==> src/rtl/cgt_pkg.sv <==
// Shared types and constants of the CAM generation trigger.
// Holds register indexes, reset values, field widths and the packed item layouts.
// No dependencies.
`default_nettype none

package cgt_pkg;

    // Configuration register indexes
    localparam logic [2:0] REG_MIN_INTERVAL  = 3'd0;
    localparam logic [2:0] REG_MAX_INTERVAL  = 3'd1;
    localparam logic [2:0] REG_HEADING_THR   = 3'd2;
    localparam logic [2:0] REG_POSITION_THR  = 3'd3;
    localparam logic [2:0] REG_SPEED_THR     = 3'd4;
    localparam logic [2:0] REG_DCC_ENABLE    = 3'd5;
    localparam logic [2:0] REG_RATE_MODE     = 3'd6;
    localparam logic [2:0] REG_STARTUP_TIME  = 3'd7;

    localparam int CFG_INDEX_W = 3;
    localparam int CFG_DATA_W  = 32;

    // Reset values of the configuration registers
    localparam logic [15:0] RST_MIN_INTERVAL = 16'd100;
    localparam logic [15:0] RST_MAX_INTERVAL = 16'd1000;
    localparam logic [10:0] RST_HEADING_THR  = 11'd40;
    localparam logic [19:0] RST_POSITION_THR = 20'd400;
    localparam logic [15:0] RST_SPEED_THR    = 16'd50;

    // Rate mode bits
    localparam int RATE_FIXED_BIT = 0;
    localparam int RATE_EXPO_BIT  = 1;

    // Fixed behavior constants
    localparam logic [31:0] LOW_FREQ_INTERVAL_MS = 32'd100;
    localparam logic [12:0] FULL_CIRCLE_DD       = 13'd3600;
    localparam logic [1:0]  LOW_DYNAMICS_LIMIT   = 2'd3;
    localparam logic [1:0]  LOW_DYNAMICS_SAT     = 2'd3;

    // Packed stream widths
    localparam int S_TDATA_W = 160;
    localparam int M_TDATA_W = 24;

    typedef struct packed {
        logic [15:0] random_extra_ms;
        logic [15:0] dcc_interval_ms;
        logic [15:0] speed_now;
        logic [31:0] pos_y_cm;
        logic [31:0] pos_x_cm;
        logic [11:0] heading_now;
        logic [31:0] now_ms;
    } tick_t;

    typedef struct packed {
        logic [15:0] message_count;
        logic        low_freq_container;
        logic        send;
    } result_t;

endpackage

`default_nettype wire

==> src/rtl/cam_generation_trigger.sv <==
// CAM generation trigger: top level with input register, decision logic and result register.
// Depends on cgt_pkg for register indexes, reset values and item layouts.
// Contains no submodules.
//
// Usage:
//   s_* carries one check tick per request (time, heading, position, speed, congestion
//   interval, random sample). m_* returns exactly one result per tick: send flag,
//   low-frequency-container flag and the count of messages sent before this one.
//   cfg_* writes one configuration register per request; it is always ready and must
//   only be used while no tick is in flight.
// Decision: a tick accepted into the input register is decided combinationally in the following cycle
//   and its result is loaded into the result register when that register is free or being drained.
// Throughput: one tick per clock while m_tready keeps the result register draining. The input
//   register and the result register hold one request each; the input side keeps taking ticks
//   while the result register drains. The decision for a tick reads the history state updated by
//   the previous tick, so the rate is set by the combinational compare/update path in the
//   decision stage (three 20x20 multipliers for the position distance test).
// Stall: when m_tready is low the result is held; the input register fills and then
//   s_tready drops until the result is taken.
// Reset: aresetn low clears both stages, loads register reset values and restores
//   the history (first message will carry the low-frequency container).
`default_nettype none

module cam_generation_trigger (
    input  wire logic                            aclk,
    input  wire logic                            aresetn,
    // now_ms[31:0], heading_now[43:32], pos_x_cm[75:44], pos_y_cm[107:76],
    // speed_now[123:108], dcc_interval_ms[139:124], random_extra_ms[155:140], zero pad
    input  wire logic [cgt_pkg::S_TDATA_W-1:0]   s_tdata,
    input  wire logic                            s_tvalid,
    output      logic                            s_tready,
    // send[0], low_freq_container[1], message_count[17:2], zero pad
    output      logic [cgt_pkg::M_TDATA_W-1:0]   m_tdata,
    output      logic                            m_tvalid,
    input  wire logic                            m_tready,
    input  wire logic                            cfg_valid,
    output      logic                            cfg_ready,
    input  wire logic [cgt_pkg::CFG_INDEX_W-1:0] cfg_index,
    input  wire logic [cgt_pkg::CFG_DATA_W-1:0]  cfg_data
);
    import cgt_pkg::*;

    // ---------------- configuration registers ----------------
    logic [15:0] min_iv_reg;
    logic [15:0] max_iv_reg;
    logic [10:0] hdg_thr_reg;
    logic [19:0] pos_thr_reg;
    logic [15:0] spd_thr_reg;
    logic        dcc_en_reg;
    logic [1:0]  rate_mode_reg;
    logic [31:0] startup_reg;

    assign cfg_ready = 1'b1;

    always_ff @(posedge aclk) begin
        if (!aresetn) begin
            min_iv_reg    <= RST_MIN_INTERVAL;
            max_iv_reg    <= RST_MAX_INTERVAL;
            hdg_thr_reg   <= RST_HEADING_THR;
            pos_thr_reg   <= RST_POSITION_THR;
            spd_thr_reg   <= RST_SPEED_THR;
            dcc_en_reg    <= 1'b0;
            rate_mode_reg <= 2'd0;
            startup_reg   <= 32'd0;
        end else if (cfg_valid && cfg_ready) begin
            unique case (cfg_index)
                REG_MIN_INTERVAL: min_iv_reg    <= cfg_data[15:0];
                REG_MAX_INTERVAL: max_iv_reg    <= cfg_data[15:0];
                REG_HEADING_THR:  hdg_thr_reg   <= cfg_data[10:0];
                REG_POSITION_THR: pos_thr_reg   <= cfg_data[19:0];
                REG_SPEED_THR:    spd_thr_reg   <= cfg_data[15:0];
                REG_DCC_ENABLE:   dcc_en_reg    <= cfg_data[0];
                REG_RATE_MODE:    rate_mode_reg <= cfg_data[1:0];
                REG_STARTUP_TIME: startup_reg   <= cfg_data;
                default: ;
            endcase
        end
    end

    // ---------------- input register ----------------
    tick_t   tick_reg;
    logic    tick_valid_reg;
    result_t res_reg;
    logic    res_valid_reg;
    logic    advance;

    // Decide the held tick whenever the result register is free or being drained.
    assign advance  = !res_valid_reg || m_tready;
    assign s_tready = !tick_valid_reg || advance;

    always_ff @(posedge aclk) begin
        if (!aresetn) begin
            tick_valid_reg <= 1'b0;
        end else if (s_tready) begin
            tick_valid_reg <= s_tvalid;
        end
    end

    always_ff @(posedge aclk) begin
        if (s_tvalid && s_tready) begin
            tick_reg <= tick_t'(s_tdata[$bits(tick_t)-1:0]);
        end
    end

    // ---------------- history state ----------------
    logic [31:0] last_send_reg,  last_send_next;
    logic [31:0] last_low_reg,   last_low_next;
    logic        first_low_reg,  first_low_next;
    logic [11:0] last_hdg_reg,   last_hdg_next;
    logic [31:0] last_x_reg,     last_x_next;
    logic [31:0] last_y_reg,     last_y_next;
    logic [15:0] last_spd_reg,   last_spd_next;
    logic [15:0] adapt_iv_reg,   adapt_iv_next;
    logic [1:0]  low_dyn_reg,    low_dyn_next;
    logic [16:0] nonper_iv_reg,  nonper_iv_next;
    logic [15:0] sent_cnt_reg,   sent_cnt_next;
    result_t     res_next;

    // ---------------- decision logic ----------------
    logic        fixed_mode;
    logic        expo_mode;
    logic [16:0] final_iv;
    logic [15:0] dcc_lo_clamped;
    logic [31:0] elapsed;
    logic        due;
    logic [12:0] hdg_diff;
    logic [11:0] hdg_abs;
    logic [11:0] hdg_mod;
    logic [12:0] hdg_upper;
    logic        hdg_changed;
    logic [32:0] dx_diff;
    logic [32:0] dy_diff;
    logic [31:0] dx_abs;
    logic [31:0] dy_abs;
    logic        dx_big;
    logic        dy_big;
    logic [39:0] dx_sq;
    logic [39:0] dy_sq;
    logic [39:0] thr_sq;
    logic [40:0] dist_sq;
    logic        pos_changed;
    logic [16:0] spd_diff;
    logic [15:0] spd_abs;
    logic        spd_changed;
    logic [1:0]  low_dyn_inc;
    logic        send;
    logic        low_fc;

    assign fixed_mode = rate_mode_reg[RATE_FIXED_BIT];
    assign expo_mode  = rate_mode_reg[RATE_EXPO_BIT];
    assign elapsed    = tick_reg.now_ms - last_send_reg;

    // Clamp the congestion interval: raise to min first, then cut at max.
    assign dcc_lo_clamped = (tick_reg.dcc_interval_ms > min_iv_reg) ?
                            tick_reg.dcc_interval_ms : min_iv_reg;

    always_comb begin
        priority if (dcc_en_reg) begin
            final_iv = {1'b0, (dcc_lo_clamped < max_iv_reg) ? dcc_lo_clamped : max_iv_reg};
        end else if (expo_mode) begin
            final_iv = nonper_iv_reg;
        end else begin
            final_iv = {1'b0, min_iv_reg};
        end
    end

    assign due = (elapsed >= {15'd0, final_iv}) && (tick_reg.now_ms > startup_reg);

    // Heading: absolute difference folded once around the full circle.
    assign hdg_diff  = {1'b0, tick_reg.heading_now} - {1'b0, last_hdg_reg};
    assign hdg_abs   = hdg_diff[12] ? 12'(-hdg_diff) : hdg_diff[11:0];
    assign hdg_mod   = ({1'b0, hdg_abs} >= FULL_CIRCLE_DD) ?
                       12'({1'b0, hdg_abs} - FULL_CIRCLE_DD) : hdg_abs;
    assign hdg_upper = FULL_CIRCLE_DD - {2'b00, hdg_thr_reg};
    assign hdg_changed = ({1'b0, hdg_mod} > {2'b00, hdg_thr_reg}) &&
                         ({1'b0, hdg_mod} < hdg_upper);

    // Position: any axis beyond the threshold decides at once, else square the narrow parts.
    assign dx_diff = {tick_reg.pos_x_cm[31], tick_reg.pos_x_cm} - {last_x_reg[31], last_x_reg};
    assign dy_diff = {tick_reg.pos_y_cm[31], tick_reg.pos_y_cm} - {last_y_reg[31], last_y_reg};
    assign dx_abs  = dx_diff[32] ? 32'(-dx_diff) : dx_diff[31:0];
    assign dy_abs  = dy_diff[32] ? 32'(-dy_diff) : dy_diff[31:0];
    assign dx_big  = dx_abs > {12'd0, pos_thr_reg};
    assign dy_big  = dy_abs > {12'd0, pos_thr_reg};
    assign dx_sq   = {20'd0, dx_abs[19:0]} * {20'd0, dx_abs[19:0]};
    assign dy_sq   = {20'd0, dy_abs[19:0]} * {20'd0, dy_abs[19:0]};
    assign thr_sq  = {20'd0, pos_thr_reg} * {20'd0, pos_thr_reg};
    assign dist_sq = {1'b0, dx_sq} + {1'b0, dy_sq};
    assign pos_changed = dx_big || dy_big || (dist_sq > {1'b0, thr_sq});

    // Speed: signed difference, magnitude against threshold.
    assign spd_diff = {tick_reg.speed_now[15], tick_reg.speed_now} -
                      {last_spd_reg[15], last_spd_reg};
    assign spd_abs  = spd_diff[16] ? 16'(-spd_diff) : spd_diff[15:0];
    assign spd_changed = spd_abs > spd_thr_reg;

    assign low_dyn_inc = (low_dyn_reg < LOW_DYNAMICS_SAT) ? low_dyn_reg + 2'd1 : low_dyn_reg;

    always_comb begin
        last_send_next = last_send_reg;
        last_low_next  = last_low_reg;
        first_low_next = first_low_reg;
        last_hdg_next  = last_hdg_reg;
        last_x_next    = last_x_reg;
        last_y_next    = last_y_reg;
        last_spd_next  = last_spd_reg;
        adapt_iv_next  = adapt_iv_reg;
        low_dyn_next   = low_dyn_reg;
        nonper_iv_next = nonper_iv_reg;
        sent_cnt_next  = sent_cnt_reg;
        send           = 1'b0;
        low_fc         = 1'b0;

        // Redraw the non-periodic interval on every tick in exponential mode while congestion control is disabled.
        if (!dcc_en_reg && expo_mode) begin
            nonper_iv_next = {1'b0, min_iv_reg} + {1'b0, tick_reg.random_extra_ms};
        end

        if (due) begin
            priority if (fixed_mode || expo_mode) begin
                send = 1'b1;
            end else if (hdg_changed || pos_changed || spd_changed) begin
                send          = 1'b1;
                adapt_iv_next = (elapsed < {16'd0, max_iv_reg}) ? elapsed[15:0] : max_iv_reg;
                low_dyn_next  = 2'd0;
            end else if (elapsed >= {16'd0, adapt_iv_reg}) begin
                send         = 1'b1;
                low_dyn_next = low_dyn_inc;
                if (low_dyn_inc >= LOW_DYNAMICS_LIMIT) begin
                    adapt_iv_next = max_iv_reg;
                end
            end
        end

        if (send) begin
            last_x_next    = tick_reg.pos_x_cm;
            last_y_next    = tick_reg.pos_y_cm;
            last_spd_next  = tick_reg.speed_now;
            last_hdg_next  = tick_reg.heading_now;
            last_send_next = tick_reg.now_ms;
            if (first_low_reg || ((tick_reg.now_ms - last_low_reg) >= LOW_FREQ_INTERVAL_MS)) begin
                low_fc         = 1'b1;
                last_low_next  = tick_reg.now_ms;
                first_low_next = 1'b0;
            end
            sent_cnt_next = sent_cnt_reg + 16'd1;
        end

        res_next.send               = send;
        res_next.low_freq_container = low_fc;
        res_next.message_count      = sent_cnt_reg;
    end

    // Commit state only when the held tick moves into the result register.
    always_ff @(posedge aclk) begin
        if (!aresetn) begin
            last_send_reg <= 32'd0;
            last_low_reg  <= 32'd0;
            first_low_reg <= 1'b1;
            last_hdg_reg  <= 12'd0;
            last_x_reg    <= 32'd0;
            last_y_reg    <= 32'd0;
            last_spd_reg  <= 16'd0;
            adapt_iv_reg  <= RST_MAX_INTERVAL;
            low_dyn_reg   <= 2'd0;
            nonper_iv_reg <= {1'b0, RST_MIN_INTERVAL};
            sent_cnt_reg  <= 16'd0;
        end else if (tick_valid_reg && advance) begin
            last_send_reg <= last_send_next;
            last_low_reg  <= last_low_next;
            first_low_reg <= first_low_next;
            last_hdg_reg  <= last_hdg_next;
            last_x_reg    <= last_x_next;
            last_y_reg    <= last_y_next;
            last_spd_reg  <= last_spd_next;
            adapt_iv_reg  <= adapt_iv_next;
            low_dyn_reg   <= low_dyn_next;
            nonper_iv_reg <= nonper_iv_next;
            sent_cnt_reg  <= sent_cnt_next;
        end
    end

    // ---------------- result register ----------------
    always_ff @(posedge aclk) begin
        if (!aresetn) begin
            res_valid_reg <= 1'b0;
        end else if (advance) begin
            res_valid_reg <= tick_valid_reg;
        end
    end

    always_ff @(posedge aclk) begin
        if (tick_valid_reg && advance) begin
            res_reg <= res_next;
        end
    end

    assign m_tvalid = res_valid_reg;
    assign m_tdata  = {(M_TDATA_W - $bits(result_t))'(0), res_reg};

endmodule

`default_nettype wire

==> config.mk <==
export PLATFORM = sky130hd
export DESIGN_NAME = cam_generation_trigger
export DESIGN_NICKNAME = d
export VERILOG_FILES = /design/src/rtl/cgt_pkg.sv /design/src/rtl/cam_generation_trigger.sv
export SDC_FILE = /design/constraint.sdc
export NUM_CORES = 2
export LEC_CHECK = 0
export BUFFER_PORTS_ARGS = -buffer_cell sky130_fd_sc_hd__buf_4
export CORE_AREA = 3 3 321 402
export DETAILED_ROUTE_END_ITERATION = 8
export DIE_AREA = 0 0 324 405
export PLACE_DENSITY_LB_ADDON = 0.2
export SLEW_MARGIN = 20
export SYNTH_ARGS = -nofsm -noshare
export SYNTH_HDL_FRONTEND = slang
export SYNTH_SLANG_ARGS = --single-unit
==> constraint.sdc <==
create_clock -name aclk -period 18.55 [get_ports aclk]
set_clock_uncertainty 0.15 [all_clocks]
set_input_delay 1.855 -clock aclk [delete_from_list [all_inputs] [get_ports aclk]]
set_output_delay 1.855 -clock aclk [all_outputs]
set_load 0.1 [all_outputs]
; ---- Word-level counts from Yosys, hierarchy flattened
; Cells that the tools add are included.
[classes]
add_sub_neg = 16
mul = 3
div_mod_pow = 0
magnitude_cmp = 16
eq_ne = 7
n_shift = 0
n_mux = 21
bitwise_logic = 1
reduce_logical = 32
[op_table]
columns = cell, count
row1 = $mul 20x20->40, 3
row2 = $mux 16, 7
row3 = $sub 32x32->33, 2
row4 = $gt 32x20->1, 2
row5 = $mux 32, 2
row6 = $neg 32->32, 2
row7 = $sub 32x32->32, 2
row8 = $add 40x40->41, 1
row9 = $gt 41x40->1, 1
row10 = $mux 17, 2
row11 = $ge 32x16->1, 1
row12 = $ge 32x17->1, 1
row13 = $ge 32x7->1 const B, 1
row14 = $gt 16x16->1, 2
row15 = $gt 32x32->1, 1
row16 = $lt 32x16->1, 1
row17 = $mux 12, 2
row18 = $reduce_and 2->1, 10
row19 = $add 16x16->17, 1
row20 = $sub 16x16->17, 1
row21 = $add 16x1->16 const B, 1
row22 = $lt 16x16->1, 1
row23 = $neg 16->16, 1
row24 = $lt 12x13->1, 1
row25 = 23 further kinds, 47
[totals]
ff_bits = 498
latch_bits = 0
ram_bits = 0
mem_bits_ro = 0
in_bits = 200
out_inout_bits = 27
word_cells = 127
memories = 0

; ---- Depth between registers and ports, before layout
[logic_depth]
ltp_word = 13
depth_mapped = 65

; ---- Worst setup path before layout
; OpenSTA, ideal clock, no wires.
[synth_path]
kind = reg-to-reg
from = register tick_reg[44] (netlist bit)
to = register sent_cnt_reg[2]
t_arrival_ps = 13568
required_time_ps = 18284
slack_ps = 4717
path_stages_with_launch = 62
cell_sequence = edfxtp_1 -> inv_1 -> ha_1 -> inv_1 -> fa_1 -> a211o_1 -> a211oi_1 -> nor3_2 -> nor3_1 -> a211oi_1 -> o211ai_1 -> a31o_2 -> clkbuf_1 -> o21ai_0 -> xor2_1 -> inv_1 -> buf_1 -> nand2_1 -> [... 26 more ...] -> xnor2_1 -> ha_1 -> a211o_1 -> nand4bb_1 -> a311oi_1 -> a21oi_1 -> a211oi_1 -> o31a_1 -> o2111ai_1 -> a211oi_1 -> nand4_1 -> nor3b_1 -> and4b_1 -> buf_6 -> a211oi_2 -> buf_4 -> buf_4 -> a31o_1
[synth_between]
elab_chain_cells = 13
word_cells_on_any_way = 15
cone_classes = add/sub (3) / mul (1) / order compare (2) / mux (4) / reduce/logical (5)
[synth_rtl]
columns = item, line_no
row1 = "start, declared", cam_generation_trigger.sv:81  ; tick_t tick_reg;
row2 = "start signal, assigned", cam_generation_trigger.sv:101  ; tick_reg <= tick_t'(s_tdata[$bits(tick_t)-1:0]);
row3 = $sub 32x32->33 *, cam_generation_trigger.sv:179  ; assign dx_diff = {tick_reg.pos_x_cm[31], tick_reg.pos_x_cm} - {last_x_reg[31], last_x_reg};
row4 = $neg 32->32, cam_generation_trigger.sv:181  ; assign dx_abs = dx_diff[32] ? 32'(-dx_diff) : dx_diff[31:0];
row5 = $mux 32 *, cam_generation_trigger.sv:181
row6 = $mul 20x20->40, cam_generation_trigger.sv:185  ; assign dx_sq = {20'd0, dx_abs[19:0]} * {20'd0, dx_abs[19:0]};
row7 = $add 40x40->41, cam_generation_trigger.sv:188  ; assign dist_sq = {1'b0, dx_sq} + {1'b0, dy_sq};
row8 = $gt 41x40->1, cam_generation_trigger.sv:189  ; assign pos_changed = dx_big || dy_big || (dist_sq > {1'b0, thr_sq});
row9 = $logic_or 1x1->1 *, cam_generation_trigger.sv:189
row10 = $logic_or 1x1->1 * (2 in a row), cam_generation_trigger.sv:222  ; end else if (hdg_changed || pos_changed || spd_changed) begin
row11 = $mux 1 *, cam_generation_trigger.sv:222
row12 = $mux 1 *, cam_generation_trigger.sv:220  ; priority if (fixed_mode || expo_mode) begin
row13 = $mux 1 *, cam_generation_trigger.sv:219  ; if (due) begin
row14 = $reduce_and 2->1 (no source line) *, --
row15 = "end signal, assigned", cam_generation_trigger.sv:279  ; sent_cnt_reg <= sent_cnt_next;
row16 = "end, declared", cam_generation_trigger.sv:116  ; logic [15:0] sent_cnt_reg, sent_cnt_next;
; Mark *: on every way between the ends. The rest lies on a longest branch, timed or not.
; A chain may end at the register's enable or synchronous reset.

; ---- Final worst setup path
[layout_path]
from = register tick_reg[44] (netlist bit)
to = register last_x_reg[5]
[layout_between]
elab_chain_cells = 13
word_cells_on_any_way = 15
cone_classes = add/sub (3) / mul (1) / order compare (2) / mux (4) / reduce/logical (5)
[layout_rtl]
columns = item, line_no
row1 = $sub 32x32->33 *, cam_generation_trigger.sv:179
row2 = $neg 32->32, cam_generation_trigger.sv:181
row3 = $mux 32 *, cam_generation_trigger.sv:181
row4 = $mul 20x20->40, cam_generation_trigger.sv:185
row5 = $add 40x40->41, cam_generation_trigger.sv:188
row6 = $gt 41x40->1, cam_generation_trigger.sv:189
row7 = $logic_or 1x1->1 *, cam_generation_trigger.sv:189
row8 = $logic_or 1x1->1 * (2 in a row), cam_generation_trigger.sv:222
row9 = $mux 1 *, cam_generation_trigger.sv:222
row10 = $mux 1 *, cam_generation_trigger.sv:220
row11 = $mux 1 *, cam_generation_trigger.sv:219
row12 = $reduce_and 2->1 (no source line) *, --
row13 = "end signal, assigned", cam_generation_trigger.sv:273  ; last_x_reg <= last_x_next;
row14 = "end, declared", cam_generation_trigger.sv:110  ; logic [31:0] last_x_reg, last_x_next;
; Marks and branches as above.

==> metrics.md <==
| Metric | Value |
|---|---|
| Crit path required time | `18.84 ns` |
| # H-tree levels | `2` |
| Final wirelength | `185 mm` |
| Synth Warn # | `0` |
| Area contributors post-synth | `fa_1 (27%), ha_1 (15%), dfxtp_1 (9.4%)` |
| Reg2reg start | `tick_reg[44]` |
| Top cells by count, synth | `inv_1 (1513), fa_1 (924), ha_1 (801)` |
| RSZ-0062 raised after global routing | `no` |
| Post-route ant nets | `0` |
| Final Util | `59.0%` |
| CP Depth | `60` |
| Finished Layout Cells | `9548` |
| Hold Crit Start | `sent_cnt_reg[9]` |
| Post-route clock period utilization | `91.9%` |
| Final #Nets | `9811` |
| CP bufs+invs | `13` |
| Seq/Total Area, Yosys | `17.0%` |
| First-pass GRT wire length | `297 mm` |
| Synth Instances | `7761` |
| Vias | `53900` |
| Cts bufs inserted | `50` |
| Worst r2r dst | `last_x_reg[5]` |
| RD Place Congestion | `0.942` |
| Clock-pin slew on the worst setup and hold paths | `0.07 ns` |
| Die H | `405 um` |
| Least-Margin Pin Slew | `1.08 ns` |
| R2R Setup Slk | `1.51 ns` |
| Number of iterations in the first detailed-routing pass | `6` |
| Top Ports | `227` |
| Area grow syn2layout | `7.38%` |
| Post-DP HPWL | `150 mm` |
| Post_cts resized | `0` |
| Largest net degree at the start of global routing | `168` |
| CP max stage delay | `0.68 ns` |
| Dominant cell type by area after synthesis | `fa_1` |
| Worst EP arrival | `17.33 ns` |
| Async SR Flop Fraction | `0%` |
| CP max-delay cell | `a21boi_1` |
| Core area | `0.125 sq mm` |
| Fin Setup TNS | `0 ns` |
| Initial Util | `55.0%` |
| CTS tree | `built` |
| Final min period | `17.04 ns` |
| Crit path max fanout | `62` |
| Clock Path Buffers | `3` |
| Max Slew Vio Count | `0` |
| Max-Cap Viols | `0` |
| Hold depth | `0` |
| Final setup vio count | `0` |
| Num Clock Sinks | `498` |
| Max reg flops | `156` |
| Placement Rows | `145` |
| Synthesized area per cell | `8.87 sq um` |
| Vias/cell | `5.64` |
| Postcts setup bufs | `0` |
| Placed Instances | `9451` |
| WL per Instance | `19.4 um` |
| Type of origin of the critical path | `flip-flop` |
| Die ar. | `0.131 sq mm` |
| Critical setup path kind | `reg2reg` |
| Hold Buf Count CTS | `0` |
| DRC | `0` |
| Max Clk Rate | `58.7 MHz` |
| Top-count cell post-synth | `inv_1` |
| Clock root cell | `clkbuf_16` |
| Slew HR | `28.1%` |
| Worst r2r path cells | `60` |
| Hold crit path type | `reg2reg` |
| Clk Latency, worst-skew pair | `0.63 ns` |
| Largest delay share family, worst path | `compound AO/OA/AOI/OAI gates` |
| Main synth FF type | `dfxtp_1` |
| Synth cell types | `103` |
| Number of port buffers | `215` |
| Post-synthesis register bit count | `498` |
| Top-area cell type share of the netlist area | `26.9%` |
| Final hold vios | `0` |
| Status | `finished, final reports clean` |
| Initial antenna violation count | `4` |
| Hold_ws | `0.279 ns` |
| Layout cells sized above 1 | `6.37%` |
| Vias in the first global route | `56100` |
| Total congestion overflow | `0` |
| Hold path endpoint | `m_tdata[11]` |
| Die Width | `324 um` |
| Total Routing Usage GR | `28.7%` |
| Synth Cell Area | `0.0688 sq mm` |
| Initial DRC count | `2914` |
| CP dominant cell by count | `fa_1` |
| Post-synth EDFFs | `174` |
| Crit. End Element | `flip-flop` |
==> final cells by class <==
| class | instances | area, sq um |
|---|---|---|
| clock inverter | 38 | 434 |
| sequential | 498 | 11700 |
| timing repair buffer | 307 | 2330 |
| tap | 1617 | 2020 |
| antenna | 4 | 10.0 |
| fill | 11200 | 51300 |
| clock buffer | 55 | 1290 |
| inverter | 1527 | 5740 |
| multi-input combinational | 5502 | 50400 |
==> cells in the final DEF, fill, tap and decap left out, drive strengths merged, types with 55 or more instances in the layout <==
cell and count:
ha 801, nand2b 71, o21ai 215, fa 924
nor2 713, a211oi 56, xor2 93, clkbuf 55
nor3 90, buf 307, dfxtp 324, o21a 75
inv 1519, a21oi 384, nand3 93, nor2b 57
xnor2 173, edfxtp 174, nand2 754, mux2i 207
nand4 61, a21o 133
==> layer usage <==
| metal | wire, um | vias up | track usage (%) |
|---|---|---|---|
| met2 | 92200 | 1501 | 50.6 |
| met5 | 0 | - | 0 |
| met4 | 11000 | 0 | 14.4 |
| met1 | 71500 | 26500 | 34.1 |
| li1 | - | 25400 | - |
| met3 | 10100 | 443 | 3.80 |
==> metrics by stage <==
step | setup slack (ns) | cell area, sq um
2_1_floorplan | 4.72 | 68800
3_3_place_gp | 2.17 | 72200
3_5_place_dp | 1.88 | 72200
4_1_cts | 1.79 | 73900
5_1_grt | 0.346 | 73900
6_report | 1.51 | 73900
==> worst max-delay path by stage <==
stage                      start                 to  slack [ns]
global route        tick_reg[44]  last_send_reg[23]        0.35
finish              tick_reg[44]      last_x_reg[5]        1.51
global placement    tick_reg[44]  last_send_reg[29]        2.17
detailed placement  tick_reg[44]   last_send_reg[8]        1.88
CTS                 tick_reg[44]   last_send_reg[8]        1.79
floorplan           tick_reg[44]    sent_cnt_reg[2]        4.72
==> cell families (layout without fill, tap and decap cells) <==
group                    count (synthesis)  count (layout)  share of synthesized area (%)
other                                    2              11                         0.0109
AO/OA/AOI/OAI                         1206            1206                           11.3
AND/OR/NAND/NOR                       2059            2059                           13.4
flip-flops                             498             498                           17.0
adder cells (fa/ha/maj)               1725            1725                           41.4
XOR/XNOR                               266             266                           3.38
multiplexers                           239             239                           3.53
buffers and inverters                 1766            1927                           9.90
Power is left out: the tool's default activity adds up to more than one toggle a clock period on the data nets, which glitch-free logic cannot reach.
